--- src/hdl/twp_pkg.sv ---
// twp_pkg: shared types, constants and helper functions of the twist deformer
`timescale 1ns / 1ps
package twp_pkg;

  localparam int COORD_W       = 32;
  localparam int AXIS_W        = 16;
  localparam int RATE_W        = 32;
  localparam int SINCOS_STAGES = 16;
  localparam int ATAN_N        = 24;
  localparam int NSTEP         = (SINCOS_STAGES < ATAN_N) ? SINCOS_STAGES : ATAN_N;
  // angle unit: one register for phase split, the steps, one for quadrant fix-up
  localparam int CORDIC_LAT    = NSTEP + 2;
  localparam int CS_W          = 34;
  localparam int C14_W         = CS_W - 16;
  localparam int PROD_W        = COORD_W + AXIS_W;
  localparam int DOT_W         = COORD_W + AXIS_W + 2;
  localparam int RK_W          = 62;
  localparam int PH_W          = 86;
  localparam int PHASE_LSB     = 54;
  localparam int FIFO_DEPTH    = 4;
  localparam int FIFO_AW       = $clog2(FIFO_DEPTH);

  localparam logic signed [RATE_W-1:0] RATE_EPS   = 32'sd17;
  localparam logic signed [30:0]       TURNS_K    = 31'sd683565276;
  localparam logic signed [CS_W-1:0]   CORDIC_X0  = 34'sd652032874;
  localparam logic signed [C14_W:0]    ONE_Q14    = 19'sd16384;

  // register indexes
  localparam logic [2:0] REG_RATE = 3'd0;
  localparam logic [2:0] REG_OX   = 3'd1;
  localparam logic [2:0] REG_OY   = 3'd2;
  localparam logic [2:0] REG_OZ   = 3'd3;
  localparam logic [2:0] REG_AX   = 3'd4;
  localparam logic [2:0] REG_AY   = 3'd5;
  localparam logic [2:0] REG_AZ   = 3'd6;

  typedef logic signed [COORD_W-1:0] coord_t;
  typedef logic signed [AXIS_W-1:0]  axis_t;

  typedef struct packed {
    logic signed [RATE_W-1:0] rate;
    coord_t ox;
    coord_t oy;
    coord_t oz;
    axis_t  ax;
    axis_t  ay;
    axis_t  az;
  } cfg_t;

  typedef struct packed {
    logic   byp;
    coord_t vx;
    coord_t vy;
    coord_t vz;
  } item_t;

  // round half up from Q.14 and wrap to coordinate width
  function automatic coord_t rnd14(input logic signed [63:0] x);
    logic [63:0] s;
    s = x + 64'sd8192;
    return s[COORD_W+13:14];
  endfunction

  // arctangent of 2^-i in Q0.32 turns
  function automatic logic [31:0] atan_turn(input int i);
    logic [31:0] a;
    case (i)
      0:  a = 32'd536870912;
      1:  a = 32'd316933406;
      2:  a = 32'd167458907;
      3:  a = 32'd85004756;
      4:  a = 32'd42667331;
      5:  a = 32'd21354465;
      6:  a = 32'd10679838;
      7:  a = 32'd5340245;
      8:  a = 32'd2670163;
      9:  a = 32'd1335087;
      10: a = 32'd667544;
      11: a = 32'd333772;
      12: a = 32'd166886;
      13: a = 32'd83443;
      14: a = 32'd41722;
      15: a = 32'd20861;
      16: a = 32'd10430;
      17: a = 32'd5215;
      18: a = 32'd2608;
      19: a = 32'd1304;
      20: a = 32'd652;
      21: a = 32'd326;
      22: a = 32'd163;
      23: a = 32'd81;
      default: a = 32'd0;
    endcase
    return a;
  endfunction

endpackage

--- src/hdl/twp_fifo.sv ---
// twp_fifo: short queue between the front and the back
`timescale 1ns / 1ps
module twp_fifo (
  input  logic           clk,
  input  logic           rst,
  input  logic           push,
  input  twp_pkg::item_t push_item,
  output logic           full,
  input  logic           pop,
  output twp_pkg::item_t head,
  output logic           empty
);
  import twp_pkg::*;

  item_t              mem [0:FIFO_DEPTH-1];
  logic [FIFO_AW-1:0] wr_ptr;
  logic [FIFO_AW-1:0] rd_ptr;
  logic [FIFO_AW:0]   count;
  logic               do_push;
  logic               do_pop;

  assign full    = (count == (FIFO_AW+1)'(FIFO_DEPTH));
  assign empty   = (count == '0);
  assign do_push = push && !full;
  assign do_pop  = pop && !empty;
  assign head    = mem[rd_ptr];

  // storage
  always_ff @(posedge clk) begin
    if (do_push) begin
      mem[wr_ptr] <= push_item;
    end
  end

  // pointers and fill level
  always_ff @(posedge clk) begin
    if (rst) begin
      wr_ptr <= '0;
      rd_ptr <= '0;
      count  <= '0;
    end else begin
      if (do_push) begin
        wr_ptr <= wr_ptr + 1'b1;
      end
      if (do_pop) begin
        rd_ptr <= rd_ptr + 1'b1;
      end
      if (do_push && !do_pop) begin
        count <= count + 1'b1;
      end else if (do_pop && !do_push) begin
        count <= count - 1'b1;
      end
    end
  end
endmodule

--- config.mk ---
export PLATFORM = sky130hd
export DESIGN_NAME = twp_fifo
export DESIGN_NICKNAME = d
export VERILOG_FILES = /design/src/hdl/twp_pkg.sv /design/src/hdl/twp_fifo.sv
export SDC_FILE = /design/constraint.sdc
export NUM_CORES = 1
export LEC_CHECK = 0
export BUFFER_PORTS_ARGS = -buffer_cell sky130_fd_sc_hd__clkbuf_2
export CAP_MARGIN = 40
export CORE_MARGIN = 8
export CORE_UTILIZATION = 57
export CTS_CLUSTER_SIZE = 12
export DETAILED_ROUTE_END_ITERATION = 6
export GPL_TIMING_DRIVEN = 1
export HOLD_SLACK_MARGIN = 0.12
export PLACE_DENSITY = 0.8
export SYNTH_ARGS = -nofsm -noshare
export SYNTH_HDL_FRONTEND = slang
export SYNTH_SLANG_ARGS = --single-unit
--- constraint.sdc ---
create_clock -name clk -period 4.8 [get_ports clk]
set_clock_uncertainty 0.15 [all_clocks]
set_input_delay 0.24 -clock clk [delete_from_list [all_inputs] [get_ports clk]]
set_output_delay 0.24 -clock clk [all_outputs]
set_load 0.02 [all_outputs]
======== After elaboration in Yosys (flattened, before gate mapping) ========
Memory sizes are Yosys's and may differ from the RTL's. A register that Yosys moved wholly into a read port is not among the register bits.
Index checks and enable logic that the tools add are counted.
Widths: inputs -> output; s select.
word-level totals
  register bits after elaboration ......... 7
  memory bits (writable) .................. 388
  bits of input ports ..................... 101
  word-level logic and storage cells ...... 25
  memories kept ........................... 1
memories
  name  words  bits a word  read ports  clocked after Yosys merged registers in  wr ports  line            RTL
  mem   4      97           1           1                                        1         twp_fifo.sv:15  item_t mem [0:FIFO_DEPTH-1];
cells by class
  add/subtract/negate cells ............... 4
  equality and inequality tests ........... 1
  muxes and demuxes ....................... 6
  reductions and logical operators ........ 10
operators by type and width
  kind                 number
  $mux 3               2
  $add 2x1->2 const B  2
  $logic_and 1x1->1    4
  $logic_not 1->1      4
  $mux 2               2
  $add 3x1->3 const B  1
  $eq 3x3->1 const B   1
  $logic_not 3->1      1
  $sub 3x1->3 const B  1
  $mux 1               2
  $reduce_bool 2->1    1

======== Longest topological paths before layout ========
  depth in word-level cells ............... 7
  depth in mapped cells ................... 8
  gate-level depth less buffers ........... 8

======== Worst setup path after synthesis ========
OpenSTA, ideal clock, no wires.
  kind .................................... flip-flop to flip-flop
  start point ............................. register count[0]
  end point ............................... memory mem[0][0] (netlist bit), enable pin
  setup time .............................. 467 ps
  data arrival time ....................... 3158 ps
  data required time ...................... 4183 ps
  path slack .............................. 1026 ps
  stages on the path, launching flop included .. 4
  path buffers ............................ 0
  clock period less this slack ............ 3774 ps
  cell sequence ........................... dfxtp_1 nor3b_1 nor2_1 and2_1
between the ends
  cells in the longest elaborated chain, start to end .. 5
ends and longest elaborated chain
  what                          line            RTL
  from (decl)                   twp_fifo.sv:18  logic [FIFO_AW:0] count;
  from (signal assigned)        twp_fifo.sv:49  count <= count + 1'b1;
  from (signal assigned)        twp_fifo.sv:51  count <= count - 1'b1;
  $eq 3x3->1                    twp_fifo.sv:22  assign full = (count == (FIFO_AW+1)'(FIFO_DEPTH));
  named net full                twp_fifo.sv:8   output logic full,
  $logic_not 1->1               twp_fifo.sv:24  assign do_push = push && !full;
  $logic_and 1x1->1             twp_fifo.sv:24
  named net do_push             twp_fifo.sv:19  logic do_push;
  $mux 1                        twp_fifo.sv:30  if (do_push) begin
  $mux 1 (implied by the code)  twp_fifo.sv:31  mem[wr_ptr] <= push_item;
  to (decl)                     twp_fifo.sv:15
The timed path passes the listed nets, and every way through them passes these cells.

==> run metrics <==
outcome completed; Stages on worst setup path 4; DRT iter0 DRCs 588; Post-Route WL 29970 um; period utilisation layout 60.68%; Setup crit end kind primary output; clock insertion delay at the later pin of the skew report 0.50 ns; fillcell total 1408; CTS tree yes; fmax 0.3433 GHz; Slew HR 41.47%; FF/Latch Area 11840 um^2; Root Buffer Master clkbuf_16; Overall Global Routing Usage 19.53%; Worst Path Max Fanout 32; Hold Path Depth 2; ratio of cells with drive above 1 in the final layout 39.85%; critical path start-end classification reg -> out; Layout Area Growth over Synthesis 24.98%; drt drc 0; number of port buffers 199; Cell Rows 58; Die Wd 175.3 um; wire per inst 24.21 um; hold buffers post-CTS 101; ANT nets after route 0; Yosys Warn Count 0; Die Span Y 175.3 um; FF-to-FF End mem[2][21]; Hold WC Path Type in -> reg; fin nets 996; area of the multi-input gates 2454 um^2; Top Usage Layer GRT met2; via density per instance 5.674; Avg Cell Area, Syn 26.05 um^2; pwr/cell area 527.4 nW/um^2; postcts setup bufs 0; Core Region 25040 um^2; Mapped Cells 555; Worst Setup Start Kind flip-flop; Max-Cap Viols 0; Mapped Area 14460 um^2; flop-to-flop setup slack 1.97 ns; GR Util met2 32.49%; met1 Track Usage GR 25.35%; final setup fails 0; slowest CP cell mux4_2; worst path arrival time 2.52 ns; I/O pins 200; setup TNS 0 ns; clk sink count 397; initial antenna violation count 1; number of CTS-inserted buffers 40; DIE AREA 30720 um^2; crit path time final 2.913 ns; DR vias 7024; Seq/Total Area, Yosys 81.83%; most common cell after layout, fill and taps aside edfxtp_1; vias in the first global route 7838; first-pass GRT wire length 45900 um; worst hold endpoint mem[1][30]; HPWL after DPL 18670 um; commonest non-fill, non-tap cells in the layout edfxtp_1 (388), clkbuf_2 (199), dlygate4sd3_1 (101); unrepaired setup endpoints after global routing false; Buf+Inv Stages, Crit Path 3; worst-path cell chain buf_16, buf_4, mux4_2, clkbuf_2; CTS HTree Levels 2; Synth Net Count 662; M3 GR Usage 5.519%; Top Family by Delay on Critical Path buffers and inverters; Leak 6.186 nW; worst hold slack 0.3450 ns; Reg-to-Reg Start count[0]; Seq cells post-synth 397; maximum VDD drop 0.0003907 V; remaining global-route overflow 0; number of hold violations in the final report 0; drt first pass iters 5; Tightest Pin Transition 0.8779 ns; post-synthesis cell type count 23; hold_sp push_item[30]; Slew Viols, Final 0; R2R depth 4; largest net degree at the start of global routing 62; Post-CTS Resized 0; crit-path max cell delay 0.57 ns; CTS max path bufs 3; Initial Util 57.75%; CP Data Required Time 4.41 ns; GP Congestion 0.7589; Worst-path clk slew 0.06 ns
==> stage by stage <==
step           cell area, um^2  utilization [%]  worst slack [ns]  power [mW]  instances
6_report                 18070            72.17             1.887       9.529       1238
5_1_grt                  18070            72.16             1.712       9.891       1237
4_1_cts                  18060            72.15             1.795       9.614       1236
3_5_place_dp             15920            63.59             1.975       6.788       1076
3_3_place_gp             15810            63.15             2.164       6.664       1072
2_1_floorplan            14460                -             1.026       6.013        555
==> flip-flops by register name, indices dropped and copies added, names as in the netlist, named ones only <==
register	count
mem	388
count	3
rd_ptr	2
wr_ptr	2
==> kinds of logic after synthesis <==
family / share of synthesized area (%)
multiplexers: 15.25
AND/OR/NAND/NOR: 0.5884
buffers and inverters: 1.263
flip-flops: 81.83
AO/OA/AOI/OAI: 0.2510
adder cells (fa/ha/maj): 0.5712
XOR/XNOR: 0.2423
==> area by class of cell <==
type | instances | area share (%)
Antenna cell | 2 | 0.02770
Clock buffer | 55 | 6.024
Clock inverter | 4 | 0.2354
Inverter | 4 | 0.08310
Multi-Input combinational cell | 131 | 13.58
Sequential cell | 397 | 65.52
Tap cell | 330 | 2.285
Timing Repair Buffer | 315 | 12.24
==> power breakdown <==
part	leakage (nW)	switching (mW)	internal (mW)
Sequential	3.63	0.137	4.17
Clock	0.549	1.15	1.62
Combinational	2.01	1.41	1.05
==> worst max-delay path by stage <==
stage / startpoint / to / slack [ns]
floorplan: count[0] / mem[0][0] / 1.03
global placement: count[0] / mem[1][6] / 2.16
detailed placement: count[0] / mem[2][21] / 1.98
CTS: flip-flop / head[59] / 1.79
global route: flip-flop / head[79] / 1.71
finish: flip-flop / head[58] / 1.89
==> cells in the mapped netlist <==
library cell  instances  share of area (%)
mux4_2               97                 15
nor3b_1               1              0.052
o21ai_0               2              0.069
edfxtp_1            388                 81
nor3_1                1              0.035
buf_12                3               0.42
o311ai_0              1              0.061
inv_1                 4               0.10
clkbuf_1              7               0.18
xor2_1                4               0.24
nor2_1                6               0.16
ha_1                  5               0.43
buf_6                 1              0.078
nand2b_1              2              0.087
dfxtp_1               9                1.2
a21oi_1               2              0.069
fa_1                  1               0.14
or3_1                 2              0.087
and2_1                4               0.17
buf_2                11               0.38
o31ai_1               1              0.052
buf_8                 1               0.10
mux2i_1               2               0.14
==> routing by layer <==
| layer | part of all wire, % | vias to the layer above |
|---|---|---|
| met3 | 8.7 | 43 |
| met4 | 1.7 | 0 |
| li1 | - | 3046 |
| met5 | 0 | - |
| met1 | 40 | 3599 |
| met2 | 50 | 336 |
Power figures use the tool's default switching activity.
