$ cat src/hdl/twp_pkg.sv
// twp_pkg: shared types, constants and helper functions of the twist deformer
`timescale 1ns / 1ps
package twp_pkg;

  localparam int COORD_W       = 32;
  localparam int AXIS_W        = 16;
  localparam int RATE_W        = 32;
  localparam int SINCOS_STAGES = 16;
  localparam int ATAN_N        = 24;
  localparam int NSTEP         = (SINCOS_STAGES < ATAN_N) ? SINCOS_STAGES : ATAN_N;
  // angle unit: one register for phase split, the steps, one for quadrant fix-up
  localparam int CORDIC_LAT    = NSTEP + 2;
  localparam int CS_W          = 34;
  localparam int C14_W         = CS_W - 16;
  localparam int PROD_W        = COORD_W + AXIS_W;
  localparam int DOT_W         = COORD_W + AXIS_W + 2;
  localparam int RK_W          = 62;
  localparam int PH_W          = 86;
  localparam int PHASE_LSB     = 54;
  localparam int FIFO_DEPTH    = 4;
  localparam int FIFO_AW       = $clog2(FIFO_DEPTH);

  localparam logic signed [RATE_W-1:0] RATE_EPS   = 32'sd17;
  localparam logic signed [30:0]       TURNS_K    = 31'sd683565276;
  localparam logic signed [CS_W-1:0]   CORDIC_X0  = 34'sd652032874;
  localparam logic signed [C14_W:0]    ONE_Q14    = 19'sd16384;

  // register indexes
  localparam logic [2:0] REG_RATE = 3'd0;
  localparam logic [2:0] REG_OX   = 3'd1;
  localparam logic [2:0] REG_OY   = 3'd2;
  localparam logic [2:0] REG_OZ   = 3'd3;
  localparam logic [2:0] REG_AX   = 3'd4;
  localparam logic [2:0] REG_AY   = 3'd5;
  localparam logic [2:0] REG_AZ   = 3'd6;

  typedef logic signed [COORD_W-1:0] coord_t;
  typedef logic signed [AXIS_W-1:0]  axis_t;

  typedef struct packed {
    logic signed [RATE_W-1:0] rate;
    coord_t ox;
    coord_t oy;
    coord_t oz;
    axis_t  ax;
    axis_t  ay;
    axis_t  az;
  } cfg_t;

  typedef struct packed {
    logic   byp;
    coord_t vx;
    coord_t vy;
    coord_t vz;
  } item_t;

  // round half up from Q.14 and wrap to coordinate width
  function automatic coord_t rnd14(input logic signed [63:0] x);
    logic [63:0] s;
    s = x + 64'sd8192;
    return s[COORD_W+13:14];
  endfunction

  // arctangent of 2^-i in Q0.32 turns
  function automatic logic [31:0] atan_turn(input int i);
    logic [31:0] a;
    case (i)
      0:  a = 32'd536870912;
      1:  a = 32'd316933406;
      2:  a = 32'd167458907;
      3:  a = 32'd85004756;
      4:  a = 32'd42667331;
      5:  a = 32'd21354465;
      6:  a = 32'd10679838;
      7:  a = 32'd5340245;
      8:  a = 32'd2670163;
      9:  a = 32'd1335087;
      10: a = 32'd667544;
      11: a = 32'd333772;
      12: a = 32'd166886;
      13: a = 32'd83443;
      14: a = 32'd41722;
      15: a = 32'd20861;
      16: a = 32'd10430;
      17: a = 32'd5215;
      18: a = 32'd2608;
      19: a = 32'd1304;
      20: a = 32'd652;
      21: a = 32'd326;
      22: a = 32'd163;
      23: a = 32'd81;
      default: a = 32'd0;
    endcase
    return a;
  endfunction

endpackage

$ cat src/hdl/twp_point_if.sv
// twp_point_if: input point channel
`timescale 1ns / 1ps
interface twp_point_if;
  import twp_pkg::*;
  logic   valid;
  logic   ready;
  coord_t point_x;
  coord_t point_y;
  coord_t point_z;
  modport source (output valid, output point_x, output point_y, output point_z, input ready);
  modport sink (input valid, input point_x, input point_y, input point_z, output ready);
endinterface

$ cat src/hdl/twp_front.sv
// twp_front: accepts points, forms offset from origin and flags the pass-through case
`timescale 1ns / 1ps
module twp_front (
  input  logic          clk,
  input  logic          rst,
  twp_point_if.sink     points,
  input  twp_pkg::cfg_t cfg,
  output twp_pkg::item_t item,
  output logic          item_valid,
  input  logic          item_ready
);
  import twp_pkg::*;

  logic take;

  assign points.ready = !item_valid || item_ready;
  assign take = points.valid && points.ready;

  // holding register
  always_ff @(posedge clk) begin
    if (rst) begin
      item_valid <= 1'b0;
    end else if (take) begin
      item_valid <= 1'b1;
    end else if (item_ready) begin
      item_valid <= 1'b0;
    end
  end

  // offset and small-rate classification
  always_ff @(posedge clk) begin
    if (take) begin
      item.byp <= ($signed(cfg.rate) < RATE_EPS) && ($signed(cfg.rate) > -RATE_EPS);
      item.vx  <= points.point_x - cfg.ox;
      item.vy  <= points.point_y - cfg.oy;
      item.vz  <= points.point_z - cfg.oz;
    end
  end
endmodule

$ cat src/flat_wrapper.sv
// flat-port wrapper written by rule: the top's interface ports become plain ports
module twp_front_flat import twp_pkg::*;
  (clk, rst, cfg, item, item_valid, item_ready, points_valid, points_point_x, points_point_y, points_point_z, points_ready);
  twp_point_if points_i ();
  input  logic clk;
  input  logic rst;
  input  twp_pkg::cfg_t cfg;
  output twp_pkg::item_t item;
  output logic item_valid;
  input  logic item_ready;
  input wire logic [$bits(points_i.valid)-1:0] points_valid;
  input wire logic [$bits(points_i.point_x)-1:0] points_point_x;
  input wire logic [$bits(points_i.point_y)-1:0] points_point_y;
  input wire logic [$bits(points_i.point_z)-1:0] points_point_z;
  output wire logic [$bits(points_i.ready)-1:0] points_ready;
  assign points_i.valid = points_valid;
  assign points_i.point_x = points_point_x;
  assign points_i.point_y = points_point_y;
  assign points_i.point_z = points_point_z;
  assign points_ready = points_i.ready;
  twp_front u_core (.clk(clk), .rst(rst), .points(points_i), .cfg(cfg), .item(item), .item_valid(item_valid), .item_ready(item_ready));
endmodule
$ cat config.mk
export PLATFORM = sky130hd
export DESIGN_NAME = twp_front_flat
export DESIGN_NICKNAME = d
export VERILOG_FILES = /design/src/hdl/twp_pkg.sv /design/src/hdl/twp_point_if.sv /design/src/hdl/twp_front.sv /design/src/flat_wrapper.sv
export SDC_FILE = /design/constraint.sdc
export NUM_CORES = 1
export LEC_CHECK = 0
export BUFFER_PORTS_ARGS = -buffer_cell sky130_fd_sc_hd__buf_2
export CAP_MARGIN = 20
export CELL_PAD_IN_SITES_DETAIL_PLACEMENT = 0
export CELL_PAD_IN_SITES_GLOBAL_PLACEMENT = 1
export CORE_MARGIN = 10
export CORE_UTILIZATION = 31
export DETAILED_ROUTE_END_ITERATION = 7
export GPL_ROUTABILITY_DRIVEN = 0
export PLACE_DENSITY = 0.76
export SLEW_MARGIN = 20
export SYNTH_ARGS = -nofsm -noshare
export SYNTH_HDL_FRONTEND = slang
export SYNTH_SLANG_ARGS = --single-unit
export TNS_END_PERCENT = 10
$ cat constraint.sdc
create_clock -name clk -period 3.6 [get_ports clk]
set_input_delay 0.54 -clock clk [delete_from_list [all_inputs] [get_ports clk]]
set_output_delay 0.54 -clock clk [all_outputs]
set_load 0.01 [all_outputs]
== Yosys cells after proc, flatten, opt, wreduce, memory -nomap -nowiden ==
Cells that the tools add are included.

* Bits in registers: 98
* Input bits: 276
* Output and inout port bits: 99
* Logic and storage cells: 17

* Add/subtract/negate cells: 3
* Magnitude comparators: 2
* Mux-type cells: 2
* Reductions and logical operators: 5

{| class="wikitable"
|+ Operators by type and width
! cell !! number
|-
| $sub 32x32->32 || 3
|-
| $gt 32x6->1 const B || 1
|-
| $lt 32x6->1 const B || 1
|-
| $logic_and 1x1->1 || 2
|-
| $mux 1 || 2
|-
| $reduce_bool 2->1 || 1
|-
| $logic_not 1->1 || 1
|-
| $logic_or 1x1->1 || 1
|}

== Depth between registers and ports, before layout ==
* Word-level depth: 4
* Mapped depth: 12
* Depth with buffers taken out: 12

== Least setup slack after synthesis ==
Ideal clock, no wire load.

* Kind: input-to-reg
* From: in item_ready
* To: reg u_core.item[0] (netlist name)
* Setup time: 467 ps
* Arrival: 3002 ps
* Required time: 3133 ps
* Path slack: 131 ps
* Cell stages on the path: 2
* Path buffers: 0
* Cells stage by stage: nand2b_1 > and2_1

* Cells in the longest elaborated chain, start to end: 2

{| class="wikitable"
|+ Ends and longest elaborated chain
! element !! RTL line !! RTL
|-
| from (decl) || flat_wrapper.sv:10 || <nowiki>input logic item_ready;</nowiki>
|-
| $logic_or 1x1->1 || twp_front.sv:16 || <nowiki>assign points.ready = !item_valid || item_ready;</nowiki>
|-
| $logic_and 1x1->1 || twp_front.sv:17 || <nowiki>assign take = points.valid && points.ready;</nowiki>
|-
| named net u_core.take || twp_front.sv:14 || <nowiki>logic take;</nowiki>
|}

The timed path passes the listed nets, and every way through them passes these cells.
A chain may end at the register's enable or synchronous reset.

== Worst setup path in the final report ==
* From: in points_point_x[0]
* To: reg u_core.item[94] (netlist name)

* Cells in the longest elaborated chain, start to end: 1

{| class="wikitable"
|+ Ends and longest elaborated chain
! element !! RTL line !! RTL
|-
| from (decl) || flat_wrapper.sv:12 || <nowiki>input wire logic [$bits(points_i.point_x)-1:0] points_point_x;</nowiki>
|-
| $sub 32x32->32 || twp_front.sv:34 || <nowiki>item.vx <= points.point_x - cfg.ox;</nowiki>
|}

Every way passes these cells.

==> impl_results.md <==
- Status: complete, no violations
- Area leader, netlist: edfxtp_1
- Switch Pwr: approximately 0.0013 W
- Main flop type after synthesis: edfxtp_1
- Mux share of post-synthesis cell area: 0.00122
- Final setup TNS: 0 ps
- Commonest cells after routing, fill and taps aside: buf_2, inv_1, edfxtp_1, ha_1, a21oi_1
- Crit path required time: 3700 ps
- CP max stage cell: o311ai_1
- IO Pins: 375
- H-tree levels: 3
- Reg power frac: 0.383
- HPWL after DPL: between 20000 and 25000 um
- GRT Total Usage: 0.150
- Placed cells: around 1500
- Initial Util: 0.315
- Slowest stage delay, CP: around 450 ps
- PostCTS Resize Cnt: 0
- Minimum clock period: around 3000 ps
- Root cell of the clock tree: clkbuf_16
- Total Wirelength: around 26000 um
- Vias: around 7500
- Adder-Cell Fraction of Synth Area: 0.150
- XOR/XNOR share of the synthesized area: 0.0942
- Share of cells above drive strength 1: 0.300
- Clock-pin slew on the worst setup and hold paths: about 80 ps
- Clock buffer count from CTS: 9
- Largest net degree at the start of global routing: 40
- Internal: ~0.0026 W
- Final Skew: ~9 ps
- Crit path max fanout: 3
- Peak VDD IR: between 0.2 and 0.25 mV
- Initial antenna violation count: 11
- Area grow syn2layout: 29.1%
- Total Power: just under 0.004 W
- Row Count: between 50 and 60
- Vias in the first global route: roughly 7700
- Final Util: 0.407
- Avg WL per Cell: 16.9 um
- Post-synth top area share: 0.356
- Hold Crit Class: in2reg
- Least-Margin Pin Slew: roughly 620 ps
- Die footprint: 33300 sq um
- Maxcap violations: 0
- Clk sink count: 98
- Compound-Gate Fraction of Synth Area: 0.211
- Final Setup Violations: 0
- Crit-path cells: buf_2 > inv_1 > ha_1 > fa_1 > nor2b_1 > o21a_1 > o21ai_1 > a22oi_2 > a211oi_1 > o311ai_1 > a21oi_1 > o311ai_1 > xor2_1
- Largest family of logic cells by synthesized area: compound AO/OA/AOI/OAI gates
- Largest cells by area after synthesis: edfxtp_1, ha_1, xnor2_1
- Drt via density: 4.83
- Clk Latency, worst-skew pair: approximately 350 ps
- Post-Synthesis Cells: around 880
- EDFF count, synth: just under 100
- First-pass GRT wire length: 40300 um
- RSZ-0062 raised after global routing: false
- Most frequent CP cell: o311ai_1
- Synth cell types: 60
- GRT Residual Overflow: 0
- Leak: ~5 nW
- Cts hold-fix bufs: 0
- Synth warnings: 0
- Mapped Nets: 1255
- Starting DRT DRC Count: between 300 and 400
- Fin. max-slew vios: 0
- CTS Buffer Depth: 2
- Pre-Repair DR Iteration Count: 4
- Core footprint: 26000 sq um
- Hold Fails Final Rpt: 0
- Cell area power density: ~370 nW/um^2
- Post-Synth Simple-Gate Area: 0.121
- TritonCTS clock tree: built
- Max Fclk: approximately 330 MHz
- CP Class: in2reg
- Switching part of the total: 0.330
- Post-Syn Area: a little over 8000 sq um
- Combinational share of power: 0.350
- Async SR Flop Fraction: 0
- Final Cycle Share: 0.842
- Die X: approximately 180 um
- Post-CTS Setup Bufs: 0
- Startpoint type of the worst setup path: input pin
- Final instance count without filler cells: roughly 1600
- Fin nets: 1583
- Post-synthesis average cell area: a little over 9 sq um
- Final ANT Viol Nets: 0
- Max-slew headroom: 0.584
- Drt drc: 0
- Most common cell after layout, fill and taps aside: buf_2
- Die Height: roughly 180 um
- Worst EP arrival: ~3100 ps
- PortBufs: around 330
- Clk network pwr share: 0.266
- CP endpoint kind: flop
- Sequential area share after synthesis: 0.358
- Seq cells post-synth: slightly below 100
-- path summary, 6_finish.rpt --
path                     start                 to  slack [ps]  depth (start not counted)
max reg2reg  u_core.item_valid    u_core.item[54]        1920                          3
min                        rst  u_core.item_valid         330                          2
max          points_point_x[0]    u_core.item[94]         570                         13
min reg2reg  u_core.item_valid  u_core.item_valid         530                          2
-- final cells by class --
type	count	area [sq um]
multi-input cells	646	4720
flip-flops and latches	98	2930
fillers	2677	15400
clock buffers	9	225
well taps	335	419
clock inverters	7	85.1
diodes	9	22.5
repair buffers	333	1700
inverters	123	462
-- synth_stat cells, types with 11 or more instances --
| library cell | number |
|---|---|
| a21o_1 | 39 |
| a21oi_1 | 80 |
| a31oi_1 | 15 |
| clkbuf_1 | 15 |
| edfxtp_1 | 97 |
| ha_1 | 93 |
| inv_1 | 123 |
| nand2_1 | 50 |
| nand3_1 | 16 |
| nand4_1 | 15 |
| nor2_1 | 43 |
| nor2b_1 | 19 |
| nor3_1 | 11 |
| o21a_1 | 14 |
| o21ai_0 | 36 |
| xnor2_1 | 65 |
| xor2_1 | 23 |
-- power by group through the flow --
stage	clock network, W	logic, W	registers (W)
after CTS	0.00110	0.00139	0.00151
after global placement	0	0.00138	0.00153
after floorplan	0	0.000794	0.00162
after global routing	0.00113	0.00153	0.00152
final	0.00104	0.00137	0.00150
after detailed placement	0	0.00139	0.00153
-- worst max-delay path, delay by kind of cell --
kind            cells  cell delay (ps)
fa+ha+maj           2              630
buf+inv             2              100
xor+xnor            1              110
simple gates        1              150
compound gates      7             1600
-- per-layer routing --
metal,wire length (um),track usage,share of wire
met4,345,0.0338,0.013
met5,50,0,0.0019
met3,2050,0.0522,0.078
met1,10500,0.159,0.40
met2,13400,0.278,0.51
-- sequential cells by signal, indices dropped and copies added, names as in the netlist --
register,count
u_core.item,97
u_core.item_valid,1
-- stage by stage --
stage,hold slack [ps],cell area [sq um],setup WS [ps]
6_report,332,10600,568
5_1_grt,317,10600,370
4_1_cts,315,10500,575
3_5_place_dp,517,10200,196
3_3_place_gp,499,10200,212
2_1_floorplan,593,8180,131
-- logic make-up after synthesis --
| family | Yosys count |
|---|---|
| simple gates | 198 |
| buf+inv | 139 |
| flops | 98 |
| fa+ha+maj | 96 |
| compound gates | 263 |
| mux | 1 |
| xor+xnor | 88 |
No activity file was read; power rests on OpenSTA's default activity.
